<file path="config.mk">
export PLATFORM = sky130hd
export DESIGN_NAME = sumo_combat_controller_unit_flat
export DESIGN_NICKNAME = d
export VERILOG_FILES = /design/src/hdl/scc_pkg.sv /design/src/hdl/scc_tick_if.sv /design/src/hdl/scc_cmd_if.sv /design/src/hdl/scc_lane.sv /design/src/hdl/scc_merge.sv /design/src/hdl/sumo_combat_controller_unit.sv /design/src/flat_wrapper.sv
export SDC_FILE = /design/constraint.sdc
export NUM_CORES = 1
export LEC_CHECK = 0
export BUFFER_PORTS_ARGS = -buffer_cell sky130_fd_sc_hd__clkbuf_2
export CAP_MARGIN = 20
export CORE_MARGIN = 2
export CORE_UTILIZATION = 40
export CTS_BUF_LIST = sky130_fd_sc_hd__clkbuf_4
export DETAILED_ROUTE_END_ITERATION = 10
export PLACE_DENSITY_LB_ADDON = 0.3
export SLEW_MARGIN = 20
export SYNTH_ARGS = -nofsm -noshare
export SYNTH_HDL_FRONTEND = slang
export SYNTH_SLANG_ARGS = --single-unit
</file>
<file path="constraint.sdc">
create_clock -name i_clk -period 7.1 [get_ports i_clk]
set_input_delay 0.355 -clock i_clk [delete_from_list [all_inputs] [get_ports i_clk]]
set_output_delay 0.355 -clock i_clk [all_outputs]
set_load 0.01 [all_outputs]
</file>
<file path="src/hdl/scc_pkg.sv">
package scc_pkg;

    localparam int DistW  = 12;
    localparam int SpeedW = 7;
    localparam int TickW  = 7;
    localparam int CountW = 8;
    localparam int MotorW = 8;
    localparam int NumDist = 3;
    localparam int CfgIdxW = 3;
    localparam int CfgDataW = 12;

    localparam logic [SpeedW-1:0] SpeedMax = 7'd100;

    typedef enum logic [CfgIdxW-1:0] {
        REG_DETECT_THRESHOLD  = 3'd0,
        REG_SEARCH_SPEED      = 3'd1,
        REG_ATTACK_SPEED      = 3'd2,
        REG_ATTACK_SIDE_SPEED = 3'd3,
        REG_BACKUP_SPEED      = 3'd4,
        REG_TURN_SPEED        = 3'd5,
        REG_BACKUP_TICKS      = 3'd6,
        REG_TURN_TICKS        = 3'd7
    } t_reg_idx;

    localparam logic [DistW-1:0]  RstDetectThreshold = 12'd300;
    localparam logic [SpeedW-1:0] RstSearchSpeed     = 7'd40;
    localparam logic [SpeedW-1:0] RstAttackSpeed     = 7'd100;
    localparam logic [SpeedW-1:0] RstAttackSideSpeed = 7'd60;
    localparam logic [SpeedW-1:0] RstBackupSpeed     = 7'd80;
    localparam logic [SpeedW-1:0] RstTurnSpeed       = 7'd70;
    localparam logic [TickW-1:0]  RstBackupTicks     = 7'd30;
    localparam logic [TickW-1:0]  RstTurnTicks       = 7'd20;

    typedef enum logic [1:0] {
        PH_IDLE   = 2'd0,
        PH_SEARCH = 2'd1,
        PH_ATTACK = 2'd2,
        PH_EVADE  = 2'd3
    } t_phase;

    typedef enum logic [1:0] {
        TGT_NONE  = 2'd0,
        TGT_FRONT = 2'd1,
        TGT_LEFT  = 2'd2,
        TGT_RIGHT = 2'd3
    } t_target;

    typedef struct packed {
        logic             hit;
        logic [DistW-1:0] reading;
    } t_lane_res;

    function automatic logic [SpeedW-1:0] sat_speed(input logic [SpeedW-1:0] v);
        return (v > SpeedMax) ? SpeedMax : v;
    endfunction

endpackage

</file>
<file path="src/hdl/scc_tick_if.sv">
interface scc_tick_if;
    logic                      valid;
    logic                      ready;
    logic                      combat_enable;
    logic [scc_pkg::DistW-1:0] dist_front;
    logic [scc_pkg::DistW-1:0] dist_left;
    logic [scc_pkg::DistW-1:0] dist_right;
    logic                      edge_left;
    logic                      edge_right;

    modport source (
        output valid, combat_enable, dist_front, dist_left, dist_right, edge_left, edge_right,
        input  ready
    );
    modport sink (
        input  valid, combat_enable, dist_front, dist_left, dist_right, edge_left, edge_right,
        output ready
    );
endinterface

</file>
<file path="src/hdl/scc_cmd_if.sv">
interface scc_cmd_if;
    logic                              valid;
    logic                              ready;
    logic                              command_valid;
    logic                              brake;
    logic signed [scc_pkg::MotorW-1:0] left_speed;
    logic signed [scc_pkg::MotorW-1:0] right_speed;
    logic                              beep;
    logic [1:0]                        phase;

    modport source (
        output valid, command_valid, brake, left_speed, right_speed, beep, phase,
        input  ready
    );
    modport sink (
        input  valid, command_valid, brake, left_speed, right_speed, beep, phase,
        output ready
    );
endinterface

</file>
<file path="src/hdl/scc_lane.sv">
module scc_lane (
    input  logic [scc_pkg::DistW-1:0] i_dist,
    input  logic [scc_pkg::DistW-1:0] i_threshold,
    output scc_pkg::t_lane_res        o_res
);
    // a reading qualifies when it is present and strictly below the limit
    always_comb begin
        o_res.hit     = (i_dist != '0) && (i_dist < i_threshold);
        o_res.reading = i_dist;
    end
endmodule

</file>
<file path="src/hdl/scc_merge.sv">
module scc_merge (
    input  scc_pkg::t_lane_res [scc_pkg::NumDist-1:0] i_lanes,
    output scc_pkg::t_target                          o_target
);
    // nearest wins, ties go to the earlier sensor
    always_comb begin
        logic [scc_pkg::DistW-1:0] best;
        best     = i_lanes[0].reading;
        o_target = scc_pkg::TGT_NONE;
        if (i_lanes[0].hit) begin
            o_target = scc_pkg::TGT_FRONT;
        end
        if (i_lanes[1].hit && (o_target == scc_pkg::TGT_NONE || i_lanes[1].reading < best)) begin
            o_target = scc_pkg::TGT_LEFT;
            best     = i_lanes[1].reading;
        end
        if (i_lanes[2].hit && (o_target == scc_pkg::TGT_NONE || i_lanes[2].reading < best)) begin
            o_target = scc_pkg::TGT_RIGHT;
        end
    end
endmodule

</file>
<file path="src/hdl/sumo_combat_controller_unit.sv">
// Sumo combat controller: one control tick in, one motor command item out. A tick is
// taken every clock cycle unless the output is stalled; its command appears in the output
// register on the next cycle, and a new tick is taken while that command waits as long as
// the sink takes it in the same cycle. The search/attack/evade state and the evade counter
// are updated in the cycle a tick is accepted. Three compare lanes qualify the front, left
// and right readings against detect_threshold in parallel and a merge stage picks the
// nearest. Configuration writes take effect on the next tick.
module sumo_combat_controller_unit (
    input  logic                         i_clk,
    input  logic                         i_rst_n,
    input  logic                         i_cfg_we,
    input  logic [scc_pkg::CfgIdxW-1:0]  i_cfg_idx,
    input  logic [scc_pkg::CfgDataW-1:0] i_cfg_data,
    scc_tick_if.sink                     i_tick,
    scc_cmd_if.source                    o_cmd
);
    logic [scc_pkg::DistW-1:0]  r_threshold;
    logic [scc_pkg::SpeedW-1:0] r_search_speed;
    logic [scc_pkg::SpeedW-1:0] r_attack_speed;
    logic [scc_pkg::SpeedW-1:0] r_side_speed;
    logic [scc_pkg::SpeedW-1:0] r_backup_speed;
    logic [scc_pkg::SpeedW-1:0] r_turn_speed;
    logic [scc_pkg::TickW-1:0]  r_backup_ticks;
    logic [scc_pkg::TickW-1:0]  r_turn_ticks;

    scc_pkg::t_phase             r_state, n_state;
    logic [scc_pkg::CountW-1:0]  r_count, n_count;

    logic                              r_valid;
    logic                              r_command_valid, n_command_valid;
    logic                              r_brake, n_brake;
    logic signed [scc_pkg::MotorW-1:0] r_left, n_left;
    logic signed [scc_pkg::MotorW-1:0] r_right, n_right;
    logic                              r_beep, n_beep;

    logic                                      accept;
    scc_pkg::t_lane_res [scc_pkg::NumDist-1:0] lanes;
    logic [scc_pkg::DistW-1:0]                 dists [scc_pkg::NumDist];
    scc_pkg::t_target                          target;

    assign i_tick.ready = i_rst_n && (!r_valid || o_cmd.ready);
    assign accept       = i_tick.valid && i_tick.ready;

    assign dists[0] = i_tick.dist_front;
    assign dists[1] = i_tick.dist_left;
    assign dists[2] = i_tick.dist_right;

    for (genvar g = 0; g < scc_pkg::NumDist; g++) begin : g_lane
        scc_lane u_lane (
            .i_dist      (dists[g]),
            .i_threshold (r_threshold),
            .o_res       (lanes[g])
        );
    end

    scc_merge u_merge (
        .i_lanes  (lanes),
        .o_target (target)
    );

    function automatic logic signed [scc_pkg::MotorW-1:0] pos(
        input logic [scc_pkg::SpeedW-1:0] v
    );
        return $signed({1'b0, scc_pkg::sat_speed(v)});
    endfunction

    function automatic logic signed [scc_pkg::MotorW-1:0] neg(
        input logic [scc_pkg::SpeedW-1:0] v
    );
        return -$signed({1'b0, scc_pkg::sat_speed(v)});
    endfunction

    always_comb begin
        logic                       edge_seen;
        logic [scc_pkg::CountW-1:0] backup_cnt;
        logic [scc_pkg::CountW-1:0] total;
        edge_seen       = i_tick.edge_left || i_tick.edge_right;
        backup_cnt      = scc_pkg::CountW'(r_backup_ticks);
        total           = scc_pkg::CountW'(r_backup_ticks) + scc_pkg::CountW'(r_turn_ticks);
        n_state         = r_state;
        n_count         = r_count;
        n_command_valid = 1'b0;
        n_brake         = 1'b0;
        n_left          = '0;
        n_right         = '0;
        n_beep          = 1'b0;
        if (!i_tick.combat_enable) begin
            n_state         = scc_pkg::PH_IDLE;
            n_count         = '0;
            n_command_valid = 1'b1;
            n_brake         = 1'b1;
        end else begin
            unique case (r_state)
                scc_pkg::PH_IDLE, scc_pkg::PH_SEARCH: begin
                    n_state         = scc_pkg::PH_SEARCH;
                    n_command_valid = 1'b1;
                    n_left          = neg(r_search_speed);
                    n_right         = pos(r_search_speed);
                    if (target != scc_pkg::TGT_NONE) begin
                        n_state = scc_pkg::PH_ATTACK;
                        n_beep  = 1'b1;
                    end
                    if (edge_seen) begin
                        n_state = scc_pkg::PH_EVADE;
                        n_count = '0;
                    end
                end
                scc_pkg::PH_ATTACK: begin
                    if (edge_seen) begin
                        n_state = scc_pkg::PH_EVADE;
                        n_count = '0;
                    end else if (target == scc_pkg::TGT_NONE) begin
                        n_state = scc_pkg::PH_SEARCH;
                    end else begin
                        n_command_valid = 1'b1;
                        n_left          = pos(r_attack_speed);
                        n_right         = pos(r_attack_speed);
                        if (target == scc_pkg::TGT_LEFT) begin
                            n_left = pos(r_side_speed);
                        end else if (target == scc_pkg::TGT_RIGHT) begin
                            n_right = pos(r_side_speed);
                        end
                    end
                end
                scc_pkg::PH_EVADE: begin
                    if (r_count < backup_cnt) begin
                        n_command_valid = 1'b1;
                        n_left          = neg(r_backup_speed);
                        n_right         = neg(r_backup_speed);
                    end else if (r_count < total) begin
                        n_command_valid = 1'b1;
                        n_left          = neg(r_turn_speed);
                        n_right         = pos(r_turn_speed);
                    end
                    if (n_command_valid) begin
                        n_count = r_count + 1'b1;
                    end
                    if (n_count >= total) begin
                        n_state = scc_pkg::PH_SEARCH;
                        n_count = '0;
                    end
                end
                default: begin
                    n_state = scc_pkg::PH_IDLE;
                end
            endcase
        end
    end

    always_ff @(posedge i_clk) begin
        if (!i_rst_n) begin
            r_threshold    <= scc_pkg::RstDetectThreshold;
            r_search_speed <= scc_pkg::RstSearchSpeed;
            r_attack_speed <= scc_pkg::RstAttackSpeed;
            r_side_speed   <= scc_pkg::RstAttackSideSpeed;
            r_backup_speed <= scc_pkg::RstBackupSpeed;
            r_turn_speed   <= scc_pkg::RstTurnSpeed;
            r_backup_ticks <= scc_pkg::RstBackupTicks;
            r_turn_ticks   <= scc_pkg::RstTurnTicks;
        end else if (i_cfg_we) begin
            unique case (scc_pkg::t_reg_idx'(i_cfg_idx))
                scc_pkg::REG_DETECT_THRESHOLD:  r_threshold    <= i_cfg_data;
                scc_pkg::REG_SEARCH_SPEED:      r_search_speed <= i_cfg_data[scc_pkg::SpeedW-1:0];
                scc_pkg::REG_ATTACK_SPEED:      r_attack_speed <= i_cfg_data[scc_pkg::SpeedW-1:0];
                scc_pkg::REG_ATTACK_SIDE_SPEED: r_side_speed   <= i_cfg_data[scc_pkg::SpeedW-1:0];
                scc_pkg::REG_BACKUP_SPEED:      r_backup_speed <= i_cfg_data[scc_pkg::SpeedW-1:0];
                scc_pkg::REG_TURN_SPEED:        r_turn_speed   <= i_cfg_data[scc_pkg::SpeedW-1:0];
                scc_pkg::REG_BACKUP_TICKS:      r_backup_ticks <= i_cfg_data[scc_pkg::TickW-1:0];
                scc_pkg::REG_TURN_TICKS:        r_turn_ticks   <= i_cfg_data[scc_pkg::TickW-1:0];
                default: ;
            endcase
        end
    end

    always_ff @(posedge i_clk) begin
        if (!i_rst_n) begin
            r_state <= scc_pkg::PH_IDLE;
            r_count <= '0;
            r_valid <= 1'b0;
        end else begin
            if (accept) begin
                r_state <= n_state;
                r_count <= n_count;
                r_valid <= 1'b1;
            end else if (o_cmd.ready) begin
                r_valid <= 1'b0;
            end
        end
    end

    // output item payload
    always_ff @(posedge i_clk) begin
        if (accept) begin
            r_command_valid <= n_command_valid;
            r_brake         <= n_brake;
            r_left          <= n_left;
            r_right         <= n_right;
            r_beep          <= n_beep;
        end
    end

    assign o_cmd.valid         = r_valid;
    assign o_cmd.command_valid = r_command_valid;
    assign o_cmd.brake         = r_brake;
    assign o_cmd.left_speed    = r_left;
    assign o_cmd.right_speed   = r_right;
    assign o_cmd.beep          = r_beep;
    assign o_cmd.phase         = r_state;
endmodule

</file>
<file path="src/flat_wrapper.sv">
// flat-port wrapper written by rule: the top's interface ports become plain ports
module sumo_combat_controller_unit_flat 
  (i_clk, i_rst_n, i_cfg_we, i_cfg_idx, i_cfg_data, i_tick_valid, i_tick_combat_enable, i_tick_dist_front, i_tick_dist_left, i_tick_dist_right, i_tick_edge_left, i_tick_edge_right, i_tick_ready, o_cmd_valid, o_cmd_command_valid, o_cmd_brake, o_cmd_left_speed, o_cmd_right_speed, o_cmd_beep, o_cmd_phase, o_cmd_ready);
  scc_tick_if i_tick_i ();
  scc_cmd_if o_cmd_i ();
  input  logic i_clk;
  input  logic i_rst_n;
  input  logic i_cfg_we;
  input  logic [scc_pkg::CfgIdxW-1:0] i_cfg_idx;
  input  logic [scc_pkg::CfgDataW-1:0] i_cfg_data;
  input wire logic [$bits(i_tick_i.valid)-1:0] i_tick_valid;
  input wire logic [$bits(i_tick_i.combat_enable)-1:0] i_tick_combat_enable;
  input wire logic [$bits(i_tick_i.dist_front)-1:0] i_tick_dist_front;
  input wire logic [$bits(i_tick_i.dist_left)-1:0] i_tick_dist_left;
  input wire logic [$bits(i_tick_i.dist_right)-1:0] i_tick_dist_right;
  input wire logic [$bits(i_tick_i.edge_left)-1:0] i_tick_edge_left;
  input wire logic [$bits(i_tick_i.edge_right)-1:0] i_tick_edge_right;
  output wire logic [$bits(i_tick_i.ready)-1:0] i_tick_ready;
  output wire logic [$bits(o_cmd_i.valid)-1:0] o_cmd_valid;
  output wire logic [$bits(o_cmd_i.command_valid)-1:0] o_cmd_command_valid;
  output wire logic [$bits(o_cmd_i.brake)-1:0] o_cmd_brake;
  output wire logic [$bits(o_cmd_i.left_speed)-1:0] o_cmd_left_speed;
  output wire logic [$bits(o_cmd_i.right_speed)-1:0] o_cmd_right_speed;
  output wire logic [$bits(o_cmd_i.beep)-1:0] o_cmd_beep;
  output wire logic [$bits(o_cmd_i.phase)-1:0] o_cmd_phase;
  input wire logic [$bits(o_cmd_i.ready)-1:0] o_cmd_ready;
  assign i_tick_i.valid = i_tick_valid;
  assign i_tick_i.combat_enable = i_tick_combat_enable;
  assign i_tick_i.dist_front = i_tick_dist_front;
  assign i_tick_i.dist_left = i_tick_dist_left;
  assign i_tick_i.dist_right = i_tick_dist_right;
  assign i_tick_i.edge_left = i_tick_edge_left;
  assign i_tick_i.edge_right = i_tick_edge_right;
  assign i_tick_ready = i_tick_i.ready;
  assign o_cmd_valid = o_cmd_i.valid;
  assign o_cmd_command_valid = o_cmd_i.command_valid;
  assign o_cmd_brake = o_cmd_i.brake;
  assign o_cmd_left_speed = o_cmd_i.left_speed;
  assign o_cmd_right_speed = o_cmd_i.right_speed;
  assign o_cmd_beep = o_cmd_i.beep;
  assign o_cmd_phase = o_cmd_i.phase;
  assign o_cmd_i.ready = o_cmd_ready;
  sumo_combat_controller_unit u_core (.i_clk(i_clk), .i_rst_n(i_rst_n), .i_cfg_we(i_cfg_we), .i_cfg_idx(i_cfg_idx), .i_cfg_data(i_cfg_data), .i_tick(i_tick_i), .o_cmd(o_cmd_i));
endmodule
</file>
==> flow_summary.toml, run 1 <==
[run_status]
outcome = "completed"

[grt]
grt_pass1_vias = 5978
grt_first_pass_wirelength_um = 30500
grt_max_degree = 76
antenna_found_initial = 1
track_usage = 0.207
grt_overflow = 0
grt_use_met2 = 0.339
use_met3 = 0.0267
busiest_layer = "met2"
grt_use_met1 = 0.283

[synth]
ys_seq_area_frac = 0.285
ys_warn_count = 0
synth_edf_count = 19
synth_area_leaders = "dfxtp_1 20%, ha_1 15%, nand2_1 8.6%, edfxtp_1 8.1%, a21boi_0 4.1%"
synthArstFlopShare = 0
synth.distinct_cells = 82
synth_area_um2 = 7060
synth-seq-cells = 91
synth_top_area_share = 0.204
syn-num-nets = 1008
syn_inst = 861
avgSynthCellArea_um2 = 8.20
yosys_most_used_dff = "dfxtp_1"
synth_area_leader_cell = "dfxtp_1"

[clocking]
clk_path_buf_depth = 2
h-tree-depth = 3
clockRootBuffer = "clkbuf_4"
numCtsBuffers = 9
clock-sinks = 91
post_cts_buffers = 0
cts.clk_slew.worst_paths_ns = 0.14
postCtsHoldBufs = 0
clk_latency_ns = 0.49
cts_tree = "yes"
cts_resized = 0

[place]
placedCellCount = 1141
place_congestion = 0.844
io_buffers = 81
postPlaceCellArea_um2 = 7630
dp_hpwl_um = 14700

[hold_path]
hp-class = "in -> reg"

[critical_path]
cp_slowest_cell = "o41ai_4"
critPathLaunchType = "register"
crit_path_frequent_cell = "ha_1"
slowest_delay_ns = 0.60
path_class = "reg -> reg"
crit_path_max_fanout = 9
cp.arrival_ns = 5.67
endpoint_kind = "register"
worstPathCellList = "ha_1 -> fa_1 -> a21o_1 -> a21oi_1 -> o21bai_1 -> a21oi_1 -> xor2_1 -> ha_1 -> o21a_1 -> nor2_1 -> a211oi_4 -> and3b_2 -> nand4_2 -> xnor2_1 -> ha_1 -> or3_1 -> o41ai_4 -> nand2b_1 -> nor3_1 -> o21a_1"
required_ns = 7.52

[route]
drt_first_iter_violations = 459
dr.pass1.iters = 5
wl_per_cell_um = 16.1
postRouteAntennaNets = 0
finalWirelength_um = 18600
viasPerCell = 5.52
drc = 0
vias = 6397

[floorplan]
die_w_um = 137
initial_utilization = 0.408
die_h_um = 137
dieArea_um2 = 18700
rows = 48
ios = 82
core_area_um2 = 17300

[sta]
hold_viol = 0
whs_ns = 0.0926
rsz0062_at_grt = "false"
slew_violations = 0
period_minus_slack_ns = 5.25
setup_viol = 0
min_period_over_period = 0.739
worst_pin_slew_ns = 0.965
max_freq_mhz = 191
clock_skew_ns = 0.0325
setup_tns_ns = 0
slew_headroom = 0.356

[layout]
drive_above_1_share = 0.146
area_delta_synth_final_pct = 10.2
final_area_um2 = 7780
final_nets = 1074
layout.cells.non_filler = 1158
utilization = 0.450

[flow_run]
max_cap_viol_count = 0

[pwr]
ir_worst_vdd_v = 0.0000957
power_density_nw_per_um2 = 145
p_leak_uw = 0.00326
==> state kept, by name, summed over array words and instances, names as in the netlist <==
name,flops
u_core.r_backup_speed,7
u_core.o_cmd.brake,1
u_core.r_turn_speed,7
u_core.r_search_speed,7
u_core.r_threshold,12
u_core.o_cmd.phase,2
u_core.r_turn_ticks,7
u_core.r_backup_ticks,7
u_core.o_cmd.command_valid,1
u_core.r_side_speed,7
u_core.o_cmd.right_speed,8
u_core.o_cmd.left_speed,8
u_core.o_cmd.valid,1
u_core.r_attack_speed,7
u_core.r_count,8
u_core.o_cmd.beep,1
==> metrics by stage <==
stage          setup slack [ns]  power, µW
5_1_grt                    1.54       1190
3_5_place_dp               1.95        827
2_1_floorplan              2.48        745
3_3_place_gp               2.01        824
4_1_cts                    1.91       1130
6_report                   1.85       1130
==> where the power goes <==
| group | leakage [µW] | internal, µW | switching (µW) |
|---|---|---|---|
| sequential | 0.000762 | 544 | 13.0 |
| combinational | 0.00241 | 104 | 155 |
| clock | 0.0000809 | 116 | 193 |
==> layout by cell type, fill, tap and decap left out, types with 11 or more instances in the layout <==
| cell type | count |
|---|---|
| nand2_1 | 162 |
| ha_1 | 87 |
| clkbuf_2 | 81 |
| dfxtp_1 | 72 |
| a21oi_1 | 51 |
| nor2_1 | 48 |
| inv_1 | 42 |
| a21boi_0 | 39 |
| o21ai_0 | 30 |
| nand3_1 | 28 |
| nor3_1 | 19 |
| edfxtp_1 | 19 |
| xnor2_1 | 16 |
| nand2b_1 | 15 |
| o21a_1 | 15 |
| nor2b_1 | 15 |
| a21o_1 | 12 |
| nand4_1 | 12 |
| nor4_1 | 11 |
| a31oi_1 | 11 |
==> final cells by class <==
cell class,count,area [µm²]
sequential,91,2010
inverter,42,158
tap,225,282
fill,1784,9510
timing repair buffer,85,435
antenna,1,2.50
clock inverter,6,71.3
clock buffer,10,75.1
multi-input combinational,698,4750
==> cells in the mapped netlist (all sizes together) (5+ instances only) <==
cell,n
dfxtp,72
a211oi,10
o31ai,5
o21ai,39
o211ai,10
nand2,163
nor4,11
clkbuf,24
inv,42
a31oi,13
a21boi,42
nor2b,15
ha,87
a211o,5
and2,6
a21o,13
nor2,48
nand2b,16
a21oi,53
xor2,8
o21a,15
mux2,5
edfxtp,19
nor3,20
nand3,28
xnor2,16
buf,6
nand4,14
==> final timing paths <==
kind / start / cells after the start / to / slack, ns
worst max-delay path: u_core.r_backup_ticks[0] / 20 / u_core.r_count[6] / 1.85
worst min-delay path: i_cfg_data[9] / 3 / u_core.r_threshold[9] / 0.09
worst max register to register: u_core.r_backup_ticks[0] / 20 / u_core.r_count[6] / 1.85
worst min register to register: u_core.r_threshold[7] / 2 / u_core.r_threshold[7] / 0.47
==> critical path: cells and delay by family (launching register included) <==
kind	cells	cell delay, ns
adder cells (fa/ha/maj)	4	1.09
flip-flops	1	0.37
XOR/XNOR	2	0.39
AO/OA/AOI/OAI	8	1.68
AND/OR/NAND/NOR	6	1.65
==> layer usage <==
metal / vias up / share of wire
met5: - / 0
met4: 0 / 0.021
met3: 32 / 0.038
met2: 130 / 0.46
met1: 2988 / 0.48
li1: 3247 / -
==> logic make-up after synthesis <==
group / count (synthesis) / share of synthesized area
flops: 91 / 0.285
compound gates: 237 / 0.245
xor+xnor: 24 / 0.0298
fa+ha+maj: 88 / 0.157
buf+inv: 72 / 0.0439
mux: 9 / 0.0142
simple gates: 340 / 0.226
Power figures use the tool's default switching activity.
==> run 2, diff against run 1 <==
==> constraint.sdc (replaced) <==
create_clock -name i_clk -period 4.3 [get_ports i_clk]
set_input_delay 0.215 -clock i_clk [delete_from_list [all_inputs] [get_ports i_clk]]
set_output_delay 0.215 -clock i_clk [all_outputs]
set_load 0.01 [all_outputs]
==> flow_summary.toml, run 2 (synthesized netlist as in run 1, its figures left out) <==
[floorplan]
initial_utilization = 0.408
core_area_um2 = 17300
die_h_um = 137
rows = 48
die_w_um = 137
ios = 82
dieArea_um2 = 18700

[clocking]
cts_tree = "yes"
clock-sinks = 91
clk_path_buf_depth = 2
clk_latency_ns = 0.49
numCtsBuffers = 9
clockRootBuffer = "clkbuf_4"
cts.clk_slew.worst_paths_ns = 0.16
h-tree-depth = 3

[critical_path]
r2r-start = "u_core.r_backup_ticks[0]"
cp-startpoint = "u_core.r_backup_ticks[0]"
worstPathCellList = "ha_4 -> fa_2 -> a21o_1 -> a21oi_2 -> o21bai_1 -> a21oi_2 -> xor2_1 -> ha_2 -> o21a_1 -> nor2_4 -> a211oi_4 -> and3b_2 -> nand4_4 -> xnor2_2 -> ha_2 -> or3_4 -> o41ai_4 -> buf_4 -> nand2b_2 -> nand2b_1 -> a21boi_1"
critPathBufInv = 1
worstSetupEndpoint = "u_core.r_count[2]"
slowest_delay_ns = 0.38
path_class = "reg -> reg"
r2r-end = "u_core.r_count[2]"
r2r_cells = 21
reg2reg_slack_ns = -0.16
cp_slowest_cell = "dfxtp_4"
endpoint_kind = "register"
critPathLaunchType = "register"
cp.depth = 21
required_ns = 4.73
critPathTopFamily = "compound AO/OA/AOI/OAI gates"
crit_path_max_fanout = 7
cp.arrival_ns = 4.89

[grt]
grt_overflow = 0
antenna_found_initial = 1
grt_pass1_vias = 6395
track_usage = 0.216
grt_max_degree = 75
grt_first_pass_wirelength_um = 32000

[place]
place_congestion = 0.884
place_ws_ns = -0.174
placedCellCount = 1199
io_buffers = 81
dp_hpwl_um = 15500

[sta]
setup_viol = 10
whs_ns = 0.126
clock_skew_ns = 0.0230
hold_viol = 0
slew_headroom = 0.347
period_minus_slack_ns = 4.46
rsz0062_at_grt = "true"
fin_ws_ns = -0.160
slew_violations = 0
min_period_over_period = 1.04
worst_pin_slew_ns = 0.964
max_freq_mhz = 224

[layout]
largest_reg_flops = 12
final_nets = 1147
drive_above_1_share = 0.238
regMostFlops = "u_core.r_threshold"
final_cell_mix = "161 x nand2_1, 82 x ha_1, 81 x clkbuf_2, 69 x dfxtp_1, 66 x buf_4"
layout_commonest_cell = "nand2_1"
layout.cells.non_filler = 1231
fillCellCount = 1683
area_delta_synth_final_pct = 21.4

[pwr]
total_power_uw = 1950
p_leak_uw = 0.00365
power_density_nw_per_um2 = 228
ir_worst_vdd_v = 0.000143

[run_status]
outcome = "finished, violations left"
violations = "negative setup slack"

[route]
postRouteAntennaNets = 0
dr.pass1.iters = 5
viasPerCell = 5.50
finalWirelength_um = 19900
vias = 6766
drt_first_iter_violations = 362
drc = 0
wl_per_cell_um = 16.2

[hold_path]
hp-class = "in -> reg"

[flow_run]
max_cap_viol_count = 0
==> run 2: worst min-delay path by stage <==
stage | from | endpoint | slack (ns) | cells past startpoint
after floorplan | i_cfg_data[8] | u_core.r_threshold[8] | 0.35 | 2
after global placement | i_cfg_data[8] | u_core.r_threshold[8] | 0.44 | 3
after detailed placement | i_cfg_data[8] | u_core.r_threshold[8] | 0.45 | 3
after CTS | i_cfg_data[3] | u_core.r_attack_speed[3] | 0.1 | 3
after global routing | i_cfg_data[5] | u_core.r_search_speed[5] | 0.13 | 3
final | i_cfg_data[1] | u_core.r_threshold[1] | 0.13 | 3
==> run 2: timing repair <==
action,4_1_cts,5_1_grt
hold buffers,7,0
cloned,0,1
resized for setup,10,33
setup endpoints to repair,10,22
buffers inserted,3,4
pin swaps,7,8
endpoints found under the hold margin,6,0
==> run 2: per-stage QoR <==
step	utilization	setup TNS (ns)	area (µm²)
6_report	0.496	-1.10	8580
3_3_place_gp	0.469	-0.507	8120
2_1_floorplan	-	-0.643	7110
5_1_grt	0.496	-3.70	8580
4_1_cts	0.485	-0.494	8390
3_5_place_dp	0.469	-1.51	8120
==> run 2: tightest hold or removal path, cell delays in order <==
cell and delay (ns):
clkbuf_2 0.20, nand2_1 0.10, a21boi_0 0.07
==> run 2: report_power, final <==
group	leakage (µW)	switching, µW	internal [µW]	total [µW]
clock network	0.0000740	325	190	514
registers	0.000763	17.5	897	915
logic	0.00281	294	231	526
total	0.00365	636	1320	1950
==> run 2: routing by layer <==
| metal | global-route usage | vias to the layer above | wire [µm] |
|---|---|---|---|
| met5 | 0 | - | 0 |
| met4 | 0.0704 | 0 | 400 |
| met3 | 0.0326 | 35 | 943 |
| met2 | 0.357 | 163 | 9320 |
| met1 | 0.290 | 3175 | 9280 |
| li1 | - | 3393 | - |
==> run 2: cell type report <==
cell class | instances | area [µm²] | share of cell area
diodes | 1 | 2.50 | 0.000292
clock buffers | 10 | 75.1 | 0.00875
clock inverters | 6 | 71.3 | 0.00831
inverters | 42 | 158 | 0.0184
multi-input cells | 698 | 4960 | 0.578
flip-flops and latches | 91 | 2020 | 0.235
well taps | 225 | 282 | 0.0328
repair buffers | 158 | 1020 | 0.118
